$ cat src/hdl/kpt_pkg.sv
package kpt_pkg;

    localparam int TABLE_ENTRIES = 16;
    localparam int IDX_W         = $clog2(TABLE_ENTRIES);

    localparam logic [2:0] ST_FOUND     = 3'd0;
    localparam logic [2:0] ST_NOT_FOUND = 3'd1;
    localparam logic [2:0] ST_WRITTEN   = 3'd2;
    localparam logic [2:0] ST_UNCHANGED = 3'd3;
    localparam logic [2:0] ST_REJECTED  = 3'd4;

    localparam logic OP_LOOKUP = 1'b0;
    localparam logic OP_STORE  = 1'b1;

    typedef struct packed {
        logic         opcode;
        logic [255:0] digest;
        logic [63:0]  item_size;
        logic [63:0]  item_time;
        logic [63:0]  new_position;
    } t_req;

    typedef struct packed {
        logic [255:0] digest;
        logic [63:0]  size;
        logic [63:0]  stamp;
        logic [63:0]  position;
        logic [63:0]  age;
    } t_entry;

    typedef struct packed {
        logic             cap;
        logic             rd_en;
        logic [IDX_W-1:0] rd_addr;
        logic             wr_en;
        logic             load_out;
    } t_cmd;

    typedef struct packed {
        logic is_store;
        logic reject;
        logic same;
    } t_sts;

endpackage

$ cat src/hdl/kpt_ctrl.sv
module kpt_ctrl
    import kpt_pkg::*;
(
    input  logic i_clk,
    input  logic i_rst_n,
    input  logic i_req_valid,
    output logic o_req_ready,
    input  logic i_rsp_ready,
    output logic o_rsp_valid,
    input  t_sts i_sts,
    output t_cmd o_cmd
);

    typedef enum logic [5:0] {
        S_IDLE  = 6'b000001,
        S_START = 6'b000010,
        S_SCAN  = 6'b000100,
        S_DRAIN = 6'b001000,
        S_WRITE = 6'b010000,
        S_DONE  = 6'b100000
    } t_state;

    t_state           r_state, n_state;
    logic [IDX_W-1:0] r_addr, n_addr;
    logic             r_out_valid, n_out_valid;
    logic             w_accept;
    logic             w_load;

    assign o_req_ready = (r_state == S_IDLE);
    assign w_accept    = i_req_valid && o_req_ready;
    assign w_load      = (r_state == S_DONE) && (!r_out_valid || i_rsp_ready);
    assign o_rsp_valid = r_out_valid;

    always_comb begin
        n_state = r_state;
        n_addr  = r_addr;
        o_cmd   = '0;
        o_cmd.rd_addr = r_addr;
        case (r_state)
            S_IDLE: begin
                if (w_accept) begin
                    o_cmd.cap = 1'b1;
                    n_state   = S_START;
                end
            end
            S_START: begin
                n_addr = '0;
                if (i_sts.reject) begin
                    n_state = S_DONE;
                end else begin
                    n_state = S_SCAN;
                end
            end
            S_SCAN: begin
                o_cmd.rd_en = 1'b1;
                n_addr      = r_addr + 1'b1;
                if (r_addr == IDX_W'(TABLE_ENTRIES - 1)) begin
                    n_state = S_DRAIN;
                end
            end
            S_DRAIN: begin
                if (i_sts.is_store) begin
                    n_state = S_WRITE;
                end else begin
                    n_state = S_DONE;
                end
            end
            S_WRITE: begin
                o_cmd.wr_en = !i_sts.same;
                n_state     = S_DONE;
            end
            S_DONE: begin
                if (w_load) begin
                    o_cmd.load_out = 1'b1;
                    n_state        = S_IDLE;
                end
            end
            default: begin
                n_state = S_IDLE;
            end
        endcase
    end

    always_comb begin
        n_out_valid = r_out_valid;
        if (w_load) begin
            n_out_valid = 1'b1;
        end else if (i_rsp_ready) begin
            n_out_valid = 1'b0;
        end
    end

    always_ff @(posedge i_clk) begin
        if (!i_rst_n) begin
            r_state     <= S_IDLE;
            r_addr      <= '0;
            r_out_valid <= 1'b0;
        end else begin
            r_state     <= n_state;
            r_addr      <= n_addr;
            r_out_valid <= n_out_valid;
        end
    end

    a_drain_after_last: assert property (@(posedge i_clk) disable iff (!i_rst_n)
        (r_state == S_DRAIN) |-> ($past(r_state) == S_SCAN &&
                                  $past(r_addr) == IDX_W'(TABLE_ENTRIES - 1)))
        else $error("drain entered before last entry was read");

    a_write_store_only: assert property (@(posedge i_clk) disable iff (!i_rst_n)
        (r_state == S_WRITE) |-> (i_sts.is_store && !i_sts.reject))
        else $error("write phase for a lookup or rejected store");

    a_rsp_from_done: assert property (@(posedge i_clk) disable iff (!i_rst_n)
        $rose(r_out_valid) |-> ($past(r_state) == S_DONE && r_state == S_IDLE))
        else $error("response raised outside completion");

endmodule

$ cat config.mk
export PLATFORM = sky130hd
export DESIGN_NAME = kpt_ctrl
export DESIGN_NICKNAME = d
export VERILOG_FILES = /design/src/hdl/kpt_pkg.sv /design/src/hdl/kpt_ctrl.sv
export SDC_FILE = /design/constraint.sdc
export NUM_CORES = 1
export LEC_CHECK = 0
export BUFFER_PORTS_ARGS = -buffer_cell sky130_fd_sc_hd__buf_2
export CORE_AREA = 4 4 41 43
export CTS_BUF_LIST = sky130_fd_sc_hd__clkbuf_4
export CTS_CLUSTER_SIZE = 30
export DETAILED_ROUTE_END_ITERATION = 7
export DIE_AREA = 0 0 45 47
export PLACE_DENSITY_LB_ADDON = 0.12
export SETUP_SLACK_MARGIN = 0.05
export SKIP_CTS_REPAIR_TIMING = 1
export SYNTH_ARGS = -nofsm -noshare
export SYNTH_HDL_FRONTEND = slang
export SYNTH_SLANG_ARGS = --single-unit
$ cat constraint.sdc
create_clock -name i_clk -period 1.86 [get_ports i_clk]
set_clock_uncertainty 0.15 [all_clocks]
set_input_delay 0.372 -clock i_clk [delete_from_list [all_inputs] [get_ports i_clk]]
set_output_delay 0.372 -clock i_clk [all_outputs]
set_load 0.01 [all_outputs]
==> metrics.csv <==
metric,value,unit
status,finished with violations,
failing checks,setup timing,
#FFs+latches synth,11,
"top cells by area, synth","dfxtp_1 (35%), nor2b_1 (5.0%), nor2_1 (4.2%), a21oi_1 (4.0%), nand3_1 (3.2%)",
Final Max Tran Viols,0,
vias in the first global route,574,
Final min period,1901,ps
Post-synth top flop,dfxtp_1,
Relative slew margins,75.76,%
CP max stage cell,dfxtp_4,
crit-path max FO,7,
post-synth top area cell,dfxtp_1,
placed insts,105,
number of flops mapped to enable cells by yosys,0,
Die Ht,47,um
via/cell ratio,5.704,
"delay-heaviest family, CP",simple AND/OR/NAND/NOR gates,
cells along the critical path,nor3_2 -> nand2_1 -> nor3_2 -> buf_2,
maximum vdd ir drop,0.3864,mV
vias,656,
core outline area,1301,um2
reg2reg start,r_state[2],
Final Hold Viols,0,
crit end category,primary output,
Starting Density,47.69,%
syn_nets,81,
Crit. Startpoint,r_state[2],
drt first pass iters,4,
"non-filler cells, final",115,
H-tree levels,1,
maximum capacitance violations,0,
buffer and inverter count on the worst path,1,
final core occ,66.63,%
first-pass GRT wire length,2.373,mm
Clock Latency Late Sink,270,ps
# diodes,0,
slowest cell delay on critical path,380,ps
DPL Wire Length,1.061,mm
NumNets Final,109,
Area Growth Syn to Fin,39.72,%
startpoint types,flip-flop,
uppermost layer routed,met4,
Min-Delay Startpoint,i_sts[2],
initial DRC count,10,
critical path class,reg -> out,
Setup WS post-layout,-40.92,ps
root buf cell,clkbuf_4,
routed wl met2,783,um
port buffer count,16,
routed wire length on met3,99,um
most frequent cells in the layout,"buf_2 (16), buf_4 (9), nor2_1 (7), dfxtp_1 (7), a21oi_1 (5)",
Worst-path clk slew,70,ps
CTS Buf Count,3,
RSZ-0062 raised after global routing,true,
CTS tree,done,
Post-synth ARST share,0,%
R2R setup slack,140,ps
die area,2115,um2
Least-Margin Pin Slew,359.1,ps
Hold Path Class,in -> reg,
data required time at the worst endpoint,1340,ps
Metal-1 WL,746,um
CTS sink count,11,
Static Leak,0.3813,nW
Critical Path AT,1380,ps
Netlist cell types,35,
pin count of the biggest net entering global routing,10,
drt total wl,1.665,mm
GR Overflow Total,0,
Final GP Congestion,0.8346,
# DRC,0,
Mapped Cells,73,
Rows,13,
initial antenna violation count,0,
"commonest non-fill, non-tap cell in the layout",buf_2,
Total Routing Usage GR,15.40,%
f_max,526.1,MHz
syn avg cell area,8.501,um2
share of post-route cells with drive strength above 1,45.00,%
part of the Yosys area used for sequential elements,35.48,%
Syn Std Cell Area,620.6,um2
cell repeated most along the worst path,nor3_2,
fin crit share,102.2,%
WL per Instance,14.48,um
Yosys warning total,0,
ANT nets after route,0,
final setup violation count,1,
clk buf depth,2,
area fraction of the dominant cell type after synthesis,35.48,%
Die W,45,um
IO Pins,17,
pwr/cell area,603.0,nW/um2
registers in the layout, summed over array words and instances (netlist names):
register / cells
r_state: 6
r_addr: 4
o_rsp_valid: 1
where the power goes:
| group | switching, mW | internal, mW |
|---|---|---|
| clock network | 0.0857 | 0.0976 |
| logic | 0.0439 | 0.0438 |
| registers | 0.0113 | 0.240 |
cells in the mapped netlist, types with 2 or more instances:
master and count:
inv_1 2, a31oi_1 2, or3b_1 2, nor2b_1 5
dfxtp_1 11, a21oi_1 5, nand2_1 3, o21ai_0 3
and3_1 2, and2_1 2, nor3_1 3, nor2_1 7
nand3_1 4
path summary, 6_finish.rpt:
kind | depth (start not counted) | endpoint
setup / recovery | 4 | o_cmd[7]
hold / removal | 2 | r_state[4]
setup reg to reg | 5 | r_addr[2]
hold reg to reg | 1 | r_addr[2]
final cells by class:
class | instances | area [um2]
Tap cell | 15 | 18.77
Multi-Input combinational cell | 56 | 409.1
Inverter | 3 | 11.26
Sequential cell | 11 | 230.2
Fill cell | 109 | 434.2
Timing Repair Buffer | 26 | 167.7
Clock buffer | 4 | 30.03
worst register-to-register path, cell delays in order, from the launching register on:
cell and delay (ps):
dfxtp_4 390, nor3b_2 250, and2_4 230, buf_12 110
mux2_1 320, a211oi_2 200
layer usage:
metal  vias to the layer above  GRT usage (%)
met3                         5          2.682
met4                         0          9.357
met2                        24          23.73
met5                         -              0
li1                        324              -
met1                       303          20.05
logic make-up (layout without fill, tap and decap cells):
logic type                 Yosys count  after routing  share of synthesized area [%]
adders and majority gates            1              1                          2.016
and+or+nand+nor                     38             38                          37.30
buffers and inverters                6             33                          6.049
DFF                                 11             11                          35.48
muxes                                1              1                          1.814
AOI/OAI and AO/OA                   16             16                          17.34
metrics by stage:
stage	power, mW	setup TNS [ps]	setup slack, ps	hold WS (ps)	cell area, um2
floorplan	0.2941	0	139.5	367.9	620.6
global placement	0.3191	0	160.7	357.4	723.2
detailed placement	0.3195	0	147.1	369.0	723.2
CTS	0.4998	-244.9	-106.1	210.1	753.2
global route	0.5390	-190.1	-106.4	222.4	867.1
finish	0.5228	-40.92	-40.92	209.6	867.1
Power figures use the tool's default switching activity.
